===== src/gpat_ram.sv =====
// Generic single-port-write, single-port-read RAM with registered read data.
module gpat_ram #(
	parameter int WIDTH = 8,
	parameter int DEPTH = 64
) (
	input  logic                                         clk,
	input  logic                                         we,
	input  logic [((DEPTH > 1) ? $clog2(DEPTH) : 1)-1:0] waddr,
	input  logic [WIDTH-1:0]                             wdata,
	input  logic                                         re,
	input  logic [((DEPTH > 1) ? $clog2(DEPTH) : 1)-1:0] raddr,
	output logic [WIDTH-1:0]                             rdata
);

	logic [WIDTH-1:0] mem [DEPTH];

	always_ff @(posedge clk) begin
		if (we) begin
			mem[waddr] <= wdata;
		end
		if (re) begin
			rdata <= mem[raddr];
		end
	end

endmodule


===== config.mk =====
export PLATFORM = sky130hd
export DESIGN_NAME = gpat_ram
export DESIGN_NICKNAME = d
export VERILOG_FILES = /design/src/gpat_ram.sv
export SDC_FILE = /design/constraint.sdc
export NUM_CORES = 1
export LEC_CHECK = 0
export ABC_AREA = 1
export BUFFER_PORTS_ARGS = -buffer_cell sky130_fd_sc_hd__buf_2
export CAP_MARGIN = 20
export CORE_ASPECT_RATIO = 1.4
export CORE_UTILIZATION = 52
export DETAILED_ROUTE_END_ITERATION = 8
export PLACE_DENSITY_LB_ADDON = 0.1
export SLEW_MARGIN = 15
export SYNTH_ARGS = -nofsm -noshare
export SYNTH_HDL_FRONTEND = slang
export SYNTH_SLANG_ARGS = --single-unit
export TNS_END_PERCENT = 5

===== constraint.sdc =====
create_clock -name clk -period 2.1 [get_ports clk]
set_input_delay 0.21 -clock clk [delete_from_list [all_inputs] [get_ports clk]]
set_output_delay 0.21 -clock clk [all_outputs]
set_load 0.01 [all_outputs]

After elaboration in Yosys (flattened, before gate mapping). Memory sizes are Yosys's and may differ from the RTL's. A register that Yosys moved wholly into a read port is not among the register bits. Index checks and enable logic that the tools add are counted.

Multiplexer cells: 2.

Operators with widths (number): $mux W1 (2).

Register bits: 0. RAM bits: 512. Input bits: 23. Output and inout bits: 8. Word-level logic and storage cells: 3. Memories kept: 1.

Memories: mem (depth 64, width 8, read ports 1, clocked after memory_dff 1, write ports 1, line 15) `logic [WIDTH-1:0] mem [DEPTH];`.

Depth between registers and ports, before layout.
Depth in word-level cells: 2. Depth in mapped cells: 12. Gate-level depth less buffers: 9.

Worst setup path before layout. OpenSTA, ideal clock, no wires.

Kind: input port to flip-flop. Start: input port we. End: memory mem[48][0], enable pin. Library setup time: 0.395 ns. Arrival time: 1.581 ns. Data required time: 1.705 ns. Path slack: 0.124 ns. Stages: 3. Path buffers: 1. Path through: clkbuf_1 > nand4_1 > nor4_1.

Longest elaborated chain between the ends: 2.

Ends and longest elaborated chain: start: declaration (line 7) `input logic we,`; $mux W1 (line 18) `if (we) begin`; $mux W1 (not written as such) (line 19) `mem[waddr] <= wdata;`; end: declaration (line 15).

Every way passes these cells.

==> flow_summary_export.csv <==
group,metric,value,unit
status,status,"complete, no violations",
final_layout,syn_to_final_growth,12.8,%
yosys,syn_inst,1805,
global_route,grt_pass1_vias,13800,
cts,cts_tree,"built",
cts,cts_sinks,520,
route,routedWlPerCell,22.0,um
worst_setup_path,critPathMaxStageDelay,0.37,ns
place,dp_slack,0.00279,ns
yosys,ys_seq_area_share,72.9,%
final_layout,layout_common_cells,"648 x nand2_1, 520 x edfxtp_1, 439 x nand3_1, 101 x buf_4, 56 x nor2_1",
global_route,grt_max_degree,72,
sta,slew_violations,0,
yosys,synth_area_per_cell,11.9,um2
route,via_count,13800,
route,dr.pass1.iters,5,
sta,period_minus_slack,1.56,ns
route,routed_wl,54300,um
worst_setup_path,crit_type,"reg2reg",
flow_run,maxCapViolations,0,
worst_setup_path,crit_buf_inv,0,
worst_setup_path,slowest_stage,"edfxtp_1",
cts,cts.path.max_buffers,3,
global_route,grt_pass1_wl,82600,um
sta,final_critical_path_setup_slack,0.537,ns
route,routed_via_density,5.61,
cts,cts_buffers,47,
yosys,yosysWarnings,0,
worst_setup_path,cp_max_fo,1,
final_layout,final_common_cell,"nand2_1",
global_route,overflow,0,
cts,cts_setup_buffers,0,
floorplanning,row_count,87,
cts,cts_hold_buf,0,
cts,clk_pin_slew_worst_paths,0.06,ns
final_layout,fill_cells,3300,
yosys,ys_ff_latch,520,
worst_setup_path,cp_cell_sequence,"nand2_1 -> nand3_1 -> nand3_1 -> nand2_1 -> nand2_1 -> nand3_1 -> nand3_1 -> nand2_1",
floorplanning,dieWidth,174,um
place,hpwlAfterDp,33700,um
pwr,p_per_area,881,nW/um2
worst_setup_path,path_delay_family,"simple AND/OR/NAND/NOR gates",
worst_setup_path,critPathLaunchType,"register",
worst_setup_path,cp.arrival,1.88,ns
route,drc,0,
worst_setup_path,worstPathRequired,2.42,ns
final_layout,drive_gt1_share,11.2,%
sta,setup_viol,0,
route,drt-initial-drc-count,1355,
floorplanning,dieArea,42000,um2
yosys,synth_cell_types,15,
yosys,syn-cell-area,21400,um2
place,gp_congestion,0.855,
global_route,antenna_found_initial,3,
final_layout,final_nets,1919,
min_path,hold_class,"in2reg",
cts,cts_resized,0,
pwr,leakage,8.85,nW
floorplanning,start_util,52.9,%
floorplanning,fp.coreArea,40500,um2
place,portBuffers,30,
cts,insertion_delay,0.56,ns
worst_setup_path,critPathCaptureType,"register",
floorplanning,dieHeight,242,um
global_route,track_usage,26.4,%
floorplanning,ios,31,
yosys,synth_fp_nets,1828,
place,place_area,22700,um2
sta,relSlewSlack,25.7,%
sta,fin_worst_skew,0.0145,ns
sta,finalHoldViolations,0,
cts,cts-htree-levels,2,
sta,fmax,640,MHz
sta,finalCritPeriodShare,74.4,%
final_layout,final_area,24200,um2
route,antenna_left,0,
cts,cts-root-buf,"clkbuf_16",
sta,worst_pin_slew,1.11,ns
pwr,ir_drop,0.856,mV
sta,rsz0062_at_grt,"false",
==> metrics by stage <==
stage / setup TNS [ns] / power [mW] / instances / hold WS, ns / util, %
floorplan: 0 / 12.6 / 1805 / 0.309 / -
global placement: -0.0189 / 13.2 / 2381 / 0.634 / 56.0
detailed placement: 0 / 13.2 / 2381 / 0.634 / 56.0
CTS: 0 / 21.4 / 2464 / 0.0467 / 59.7
global route: 0 / 21.9 / 2464 / 0.0560 / 59.7
finish: 0 / 21.3 / 2465 / 0.0689 / 59.7
==> kinds of logic (layout without fill, tap and decap cells) <==
group | after synthesis | in the layout | share of synthesized area [%]
simple gates | 1160 | 1160 | 23.1
flops | 520 | 520 | 72.9
buf+inv | 125 | 250 | 4.01
other cells | 0 | 1 | 0
==> registers in the layout, summed over array words and instances, names as in the netlist <==
name	cells
mem	512
rdata	8
==> cell usage after synthesis, drive strengths merged <==
| cell type | instances | area share (%) |
|---|---|---|
| nand4 | 9 | 0.26 |
| buf | 98 | 3.5 |
| inv | 12 | 0.23 |
| nand3 | 439 | 10 |
| nor4 | 8 | 0.23 |
| nor2 | 56 | 0.98 |
| edfxtp | 520 | 73 |
| nand2 | 648 | 11 |
| clkbuf | 15 | 0.26 |
==> path summary, 6_finish.rpt <==
check	from	to	slack (ns)	cells past startpoint
worst max register to register	mem[28][3]	rdata[3]	0.54	8
worst min register to register	mem[32][7]	rdata[7]	0.89	8
worst min-delay path	re	rdata[0]	0.07	1
worst max-delay path	mem[28][3]	rdata[3]	0.54	8
==> cell type report <==
| cell class | instances | area (um2) | area share (%) |
|---|---|---|---|
| clock buffer | 62 | 1270 | 5.28 |
| inverter | 12 | 52.6 | 0.218 |
| antenna | 1 | 2.50 | 0.0104 |
| tap | 534 | 668 | 2.77 |
| multi-input combinational | 1160 | 4950 | 20.5 |
| timing repair buffer | 155 | 1410 | 5.84 |
| sequential | 520 | 15600 | 64.6 |
| clock inverter | 21 | 190 | 0.787 |
==> layer usage <==
layer,GRT usage [%],up-vias,routed length [um]
met5,0,-,40
met4,11.2,6,2230
met3,3.14,133,2990
met2,46.2,443,27500
met1,33.0,6720,21500
li1,-,6531,-
==> power breakdown <==
group,internal [mW],switching [mW]
clock network,4.74,3.58
logic,0.409,1.03
registers,11.5,0.0233
total,16.7,4.63
(Power assumes the default switching activity.)
