--- config.mk ---
export PLATFORM = sky130hd
export DESIGN_NAME = gpat_match
export DESIGN_NICKNAME = d
export VERILOG_FILES = /design/src/gpat_pkg.sv /design/src/gpat_match.sv
export SDC_FILE = /design/constraint.sdc
export NUM_CORES = 1
export LEC_CHECK = 0
export BUFFER_PORTS_ARGS = -buffer_cell sky130_fd_sc_hd__buf_2
export CORE_AREA = 2 2 183 185
export DETAILED_ROUTE_END_ITERATION = 8
export DIE_AREA = 0 0 185 187
export HOLD_SLACK_MARGIN = 0.02
export MAX_ROUTING_LAYER = met4
export PLACE_DENSITY = 0.6
export SYNTH_ARGS = -nofsm -noshare
export SYNTH_HDL_FRONTEND = slang
export SYNTH_SLANG_ARGS = --single-unit
--- constraint.sdc ---
create_clock -name clk -period 2.8 [get_ports clk]
set_input_delay 0.56 -clock clk [delete_from_list [all_inputs] [get_ports clk]]
set_output_delay 0.56 -clock clk [all_outputs]
set_load 0.03 [all_outputs]
--- src/gpat_pkg.sv ---
// Shared constants and types for the guard page allocation table.
package gpat_pkg;

	localparam int SLOTS_DEF     = 64;
	localparam int ADDR_BITS_DEF = 48;

	localparam int PAGE_W   = 31;
	localparam int SIZE_W   = 32;
	localparam int FUNC_W   = 3;
	localparam int STATUS_W = 2;
	localparam int SLOT_W   = 6;
	localparam int SIDE_W   = 2;
	localparam int COUNT_W  = 7;

	localparam logic [PAGE_W-1:0] PAGE_RESET = PAGE_W'(4096);

	localparam logic [FUNC_W-1:0] FUNC_ADD    = 3'd0;
	localparam logic [FUNC_W-1:0] FUNC_REMOVE = 3'd1;
	localparam logic [FUNC_W-1:0] FUNC_GUARD  = 3'd2;
	localparam logic [FUNC_W-1:0] FUNC_ULOOK  = 3'd3;
	localparam logic [FUNC_W-1:0] FUNC_B2U    = 3'd4;

	localparam logic [STATUS_W-1:0] STATUS_OK       = 2'd0;
	localparam logic [STATUS_W-1:0] STATUS_FULL     = 2'd1;
	localparam logic [STATUS_W-1:0] STATUS_NOTFOUND = 2'd2;

	localparam logic [SIDE_W-1:0] SIDE_NONE  = 2'd0;
	localparam logic [SIDE_W-1:0] SIDE_LEFT  = 2'd1;
	localparam logic [SIDE_W-1:0] SIDE_RIGHT = 2'd2;

	typedef struct packed {
		logic                vld;
		logic                hit;
		logic                last;
		logic [SIDE_W-1:0]   side;
	} match_t;

endpackage

--- src/gpat_match.sv ---
// Match stage: registers one scanned entry and decides whether it satisfies the operation.
module gpat_match
	import gpat_pkg::*;
#(
	parameter int SLOTS     = SLOTS_DEF,
	parameter int ADDR_BITS = ADDR_BITS_DEF
) (
	input  logic                                         clk,
	input  logic                                         arst_n,
	input  logic                                         flush,
	input  logic [FUNC_W-1:0]                            func,
	input  logic [ADDR_BITS-1:0]                         user_address,
	input  logic [ADDR_BITS-1:0]                         fault_address,
	input  logic [PAGE_W-1:0]                            page,
	input  logic [PAGE_W:0]                              page2,
	input  logic [PAGE_W+1:0]                            page3,
	input  logic                                         vld_s1,
	input  logic                                         last_s1,
	input  logic [((SLOTS > 1) ? $clog2(SLOTS) : 1)-1:0] slot_s1,
	input  logic [2*ADDR_BITS+SIZE_W:0]                  entry_s1,
	output match_t                                       mres,
	output logic [((SLOTS > 1) ? $clog2(SLOTS) : 1)-1:0] slot_s2,
	output logic [ADDR_BITS-1:0]                         base_s2,
	output logic [ADDR_BITS-1:0]                         user_s2,
	output logic [SIZE_W-1:0]                            size_s2
);

	localparam int XW = ADDR_BITS + 1;
	localparam int RW = 2 * ADDR_BITS + SIZE_W + 1;

	logic                 ev_s1;
	logic [ADDR_BITS-1:0] base_s1;
	logic [ADDR_BITS-1:0] user_s1;
	logic [SIZE_W-1:0]    size_s1;

	logic                 vld_s2;
	logic                 last_s2;
	logic                 ev_s2;
	logic                 ge_s2;
	logic                 umatch_s2;
	logic [ADDR_BITS-1:0] d_s2;

	logic left_hit;
	logic right_hit;
	logic hit;

	assign base_s1 = entry_s1[ADDR_BITS-1:0];
	assign user_s1 = entry_s1[2*ADDR_BITS-1:ADDR_BITS];
	assign size_s1 = entry_s1[2*ADDR_BITS+SIZE_W-1:2*ADDR_BITS];
	assign ev_s1   = entry_s1[RW-1];

	always_ff @(posedge clk or negedge arst_n) begin
		if (!arst_n) begin
			vld_s2 <= 1'b0;
		end else begin
			vld_s2 <= vld_s1 && !flush;
		end
	end

	always_ff @(posedge clk) begin
		last_s2   <= last_s1;
		slot_s2   <= slot_s1;
		base_s2   <= base_s1;
		user_s2   <= user_s1;
		size_s2   <= size_s1;
		ev_s2     <= ev_s1;
		ge_s2     <= fault_address >= base_s1;
		umatch_s2 <= user_s1 == user_address;
		d_s2      <= fault_address - base_s1;
	end

	assign left_hit  = ge_s2 && (XW'(d_s2) < XW'(page));
	assign right_hit = ge_s2 && (XW'(d_s2) >= XW'(page2)) && (XW'(d_s2) < XW'(page3));

	always_comb begin
		hit       = 1'b0;
		mres.side = SIDE_NONE;
		unique case (func)
			FUNC_ADD: begin
				hit = !ev_s2;
			end
			FUNC_REMOVE, FUNC_ULOOK: begin
				hit = ev_s2 && umatch_s2;
			end
			FUNC_GUARD: begin
				hit = ev_s2 && (left_hit || right_hit);
				if (ev_s2 && left_hit) begin
					mres.side = SIDE_LEFT;
				end else if (ev_s2 && right_hit) begin
					mres.side = SIDE_RIGHT;
				end
			end
			default: begin
				hit = 1'b0;
			end
		endcase
		mres.vld  = vld_s2;
		mres.hit  = hit;
		mres.last = last_s2;
	end

endmodule

* Word-level counts from Yosys, hierarchy flattened
Cells that the tools add are included.
** Storage, ports and cells
- Output and inout port bits :: 139
- Input bits :: 335
- Word-level logic and storage cells :: 36
- Flip-flop bits (word level) :: 187
** Operators by class
- Order comparisons :: 4
- Equal/unequal tests :: 4
- Reductions and logical operators :: 13
- Add/subtract/negate cells :: 1
- Muxes and demuxes :: 4
** Operators with widths (number)
- equality test 48 bit :: 1
- greater-or-equal comparator 48 x 32 -> 1 bit :: 1
- greater-or-equal comparator 48 bit :: 1
- < comparator 48 x 31 -> 1 bit :: 1
- < comparator 48 x 33 -> 1 bit :: 1
- subtractor 48 bit :: 1
- logical AND 1 bit :: 8
- equality test 3 x 2 -> 1 bit (second input constant) :: 2
- 2-to-1 mux 2 bit :: 3
- equality test 3 x 1 -> 1 bit (second input constant) :: 1
- zero test 3 bit :: 1
- one-hot mux 1 bit (3 select lines) :: 1
- zero test 1 bit :: 2
- OR reduction 2 bit :: 1
- logical OR 1 bit :: 1

* Logic depth before layout (Yosys ltp)
- Depth after elaboration :: 7
- Gate-level depth with buffers :: 12
- Depth with buffers taken out :: 12

* Least setup slack after synthesis
No wires, ideal clock.
- Path type :: input to output
- Start :: input port page3[1]
- End :: output port mres[1] (netlist name)
- Stages :: 10
- Data required time :: 2.240 ns
- Arrival time :: 2.745 ns
- Buffers on the path :: 0
- Slack :: -0.505 ns
- Path through :: inv_1 > ha_1 > a21boi_0 > o21a_1 > o21ai_0 > a21oi_1 > o41ai_1 > a31oi_1 > nor4_1 > nor3b_1
** RTL lines
- from (decl) :: RTL line gpat_match.sv:16 : input logic [PAGE_W+1:0] page3,
- to (decl) :: RTL line gpat_match.sv:21 : output match_t mres,

==> impl_metrics.yaml <==
pwr:
  p_clk_share_pct: 30.6
  comb_power_share_pct: 31.4
  power_mw: 8.214
  power_leakage_nw: 7.856
  internal-power_mw: 5.479
  power.switching_mw: 2.735
  irDropWorstVdd_v: 0.0004460
  swShare_pct: 33.29
  power.share.sequential_pct: 38.0
  power_density_nw_per_um2: 556.3
global_routing:
  grt_pass1_vias: 9687
  antenna_found_initial: 14
  grt_util_all_layers_pct: 20.73
  grt_max_degree: 21
  grt_pass1_wl_um: 52090
  globalRoute.totalOverflow: 0
clock_network:
  clk_path_buf_depth: 2
  cts-root-buf: "clkbuf_16"
  cts_max_level: 4
  cts_tree: "built"
  clkTransAtPathRegs_ns: 0.08
  cts_buffers: 17
  clock-sinks: 187
worst_hold_path:
  whs_endpoint: "slot_s2[1]"
  min_path_cells: 1
  min_path_type: "in2reg"
  hold_start: "slot_s1[1]"
worst_setup_path:
  critical_path_arrival_ns: 2.66
  cp_cell_sequence: "inv_1 -> ha_1 -> nand2b_1 -> a21o_1 -> a21o_1 -> a21oi_2 -> o21a_1 -> o21ai_2 -> a21oi_2 -> nor4_4 -> o31a_1 -> buf_6"
  required_ns: 2.24
  cp-end-kind: "output port"
  path_buf_inv: 2
  worstSetupStartpointType: "flop"
  path_delay_family: "compound AO/OA/AOI/OAI gates"
  crit_path_max_fanout: 2
  crit_path_max_incr_delay_ns: 0.33
  critical_path_class: "reg2out"
  cpMaxStageDelayCell: "dfxtp_2"
logic_synthesis:
  synth_ff_type: "dfxtp_1"
  synthCells: 1007
  yosysWarningCount: 0
  syn-mean-instance-area_sq_um: 9.434
  synth_edf_count: 0
  ys_ff_latch: 187
  synth.area.top_cells: "dfxtp_1 39%, ha_1 19%, xor2_1 6.3%"
  netlist_area_sq_um: 9500
  synth_top_cell_area_share_pct: 39.19
  synth_top_cell_by_area: "dfxtp_1"
  synthArstFlopShare_pct: 0.5348
  synthesis.nets: 1485
  yosysUniqueCellTypes: 62
  seq_area_frac_synth_pct: 39.46
route:
  drt-total-wl_um: 35570
  vias: 9391
  via_per_inst: 4.419
  dr.pass1.iters: 6
  drt_iter0_markers: 304
  wire_per_inst_um: 16.74
  drtAntennaViolNets: 0
  drc: 0
timing:
  relSlewSlack_pct: 66.70
  final.period_utilization_pct: 114.8
  rsz0062_at_grt: "true"
  finalSetupViolCount: 3
  max_freq_mhz: 311.0
  finalCriticalPeriod_ns: 3.216
  finalHoldViolCount: 0
  setup_ws_ns: -0.4155
  drv_slew: 0
  whs_ns: 0.2026
  worst_pin_slew_ns: 0.4950
  tns_ns: -1.104
placement:
  pre_cts_ws_ns: -0.7252
  hpwl_um: 31150
  portBuffers: 473
  routabilityCongestion: 0.8801
layout:
  num-fill-cells: 3319
  final_nets: 2129
  multi_input_comb_area_sq_um: 5528
  area_delta_synth_final_pct: 55.42
  seqCellArea_sq_um: 3767
  drive_gt1_share_pct: 44.65
  final_util_pct: 44.93
status:
  status: "finished, violations left"
  violations: "setup timing"
run:
  cap_violations: 0
die:
  num_rows: 67
  die_w_um: 185
  core_sq_um: 32860
  initial_core_util_pct: 28.91
  die_h_um: 187
  die_area_sq_um: 34600
  num_io_pins: 474
-- worst max path at each step --
| stage | from | to | cells past startpoint |
|---|---|---|---|
| finish | d_s2[0] | mres[3] | 12 |
| floorplan | fault_address[0] | d_s2[34] | 11 |
| global placement | entry_s1[4] | d_s2[47] | 13 |
| CTS | d_s2[17] | mres[1] | 10 |
| detailed placement | entry_s1[4] | d_s2[47] | 13 |
| global route | d_s2[17] | mres[1] | 10 |
-- synth_stat cells, types with 5 or more instances --
cell and number:
o211ai_1 6, o21bai_1 6, a211oi_1 7, and2_1 5, o21a_1 10, xnor2_1 24, a21o_1 48, dfxtp_1 186
buf_2 5, inv_1 157, nor2_1 32, nand2b_1 5, o21ai_0 33, nand4_1 26, nor4_1 21, nand2_1 42
ha_1 142, nand3_1 15, xor2_1 68, nor3_1 14, a21oi_1 67, nor2b_1 12, a31oi_1 10, clkbuf_1 5
-- stage by stage --
| stage | instances | cell area [sq um] |
|---|---|---|
| 3_5_place_dp | 2073 | 13600 |
| 4_1_cts | 2109 | 14490 |
| 3_3_place_gp | 2073 | 13600 |
| 6_report | 2125 | 14770 |
| 2_1_floorplan | 1007 | 9559 |
| 5_1_grt | 2123 | 14760 |
-- timing repair --
| item | in CTS | in global routing |
|---|---|---|
| pin swaps | 29 | 40 |
| setup endpoints to repair | 13 | 19 |
| resized for setup | 49 | 48 |
| cloned | 0 | 0 |
| hold buffers | 1 | 0 |
| buffers inserted | 4 | 3 |
| hold endpoints to repair | 1 | 0 |
-- layer usage --
layer	vias to the layer above	routed length (um)	share of wire, %	global-route usage (%)
met5	-	0	0	-
met4	0	692	1.9	5.952
met3	35	2265	6.4	5.802
met2	304	19140	54	38.89
met1	4259	13480	38	20.60
li1	4793	-	-	-
-- sequential cells by signal, summed over array words and instances, names as in the netlist --
name / flops
ev_s2: 1
d_s2: 48
vld_s2: 1
slot_s2: 6
user_s2: 48
last_s2: 1
base_s2: 48
umatch_s2: 1
size_s2: 32
ge_s2: 1
-- power groups by stage --
stage | Combinational [mW] | Sequential [mW] | Clock (mW)
global placement | 2.36 | 3.15 | 0
finish | 2.58 | 3.12 | 2.52
global route | 2.86 | 3.15 | 2.67
floorplan | 1.16 | 3.31 | 0
detailed placement | 2.41 | 3.15 | 0
CTS | 2.50 | 3.11 | 2.59
-- kinds of logic after synthesis --
kind of cell    share of synthesized area (%)
xor+xnor                                8.481
flops                                   39.46
simple gates                            10.34
fa+ha+maj                               18.91
buf+inv                                 6.901
compound gates                          15.91
-- cell usage in the layout (no fill, tap or decap), drive strengths merged, types with 12 or more instances in the layout --
cell    Yosys  routed
xor2       68      68
diode       0      13
xnor2      24      24
nor4       21      21
dfxtp     186     186
a21oi      68      68
a21o       48      48
nor2       32      32
inv       157     165
nand2      42      42
nand3      15      15
o21ai      36      36
buf         8     637
nor3       14      14
clkbuf      5      18
nor2b      12      12
nand4      26      26
ha        142     142
-- final cells by class --
class,count,share of cell area [%]
inverters,157,4.076
well taps,448,3.796
clock buffers,18,2.907
clock inverters,14,1.263
diodes,13,0.2203
flip-flops and latches,187,25.51
multi-input cells,650,37.44
repair buffers,638,24.79
Note: power is estimated with default switching activity, not from simulation.
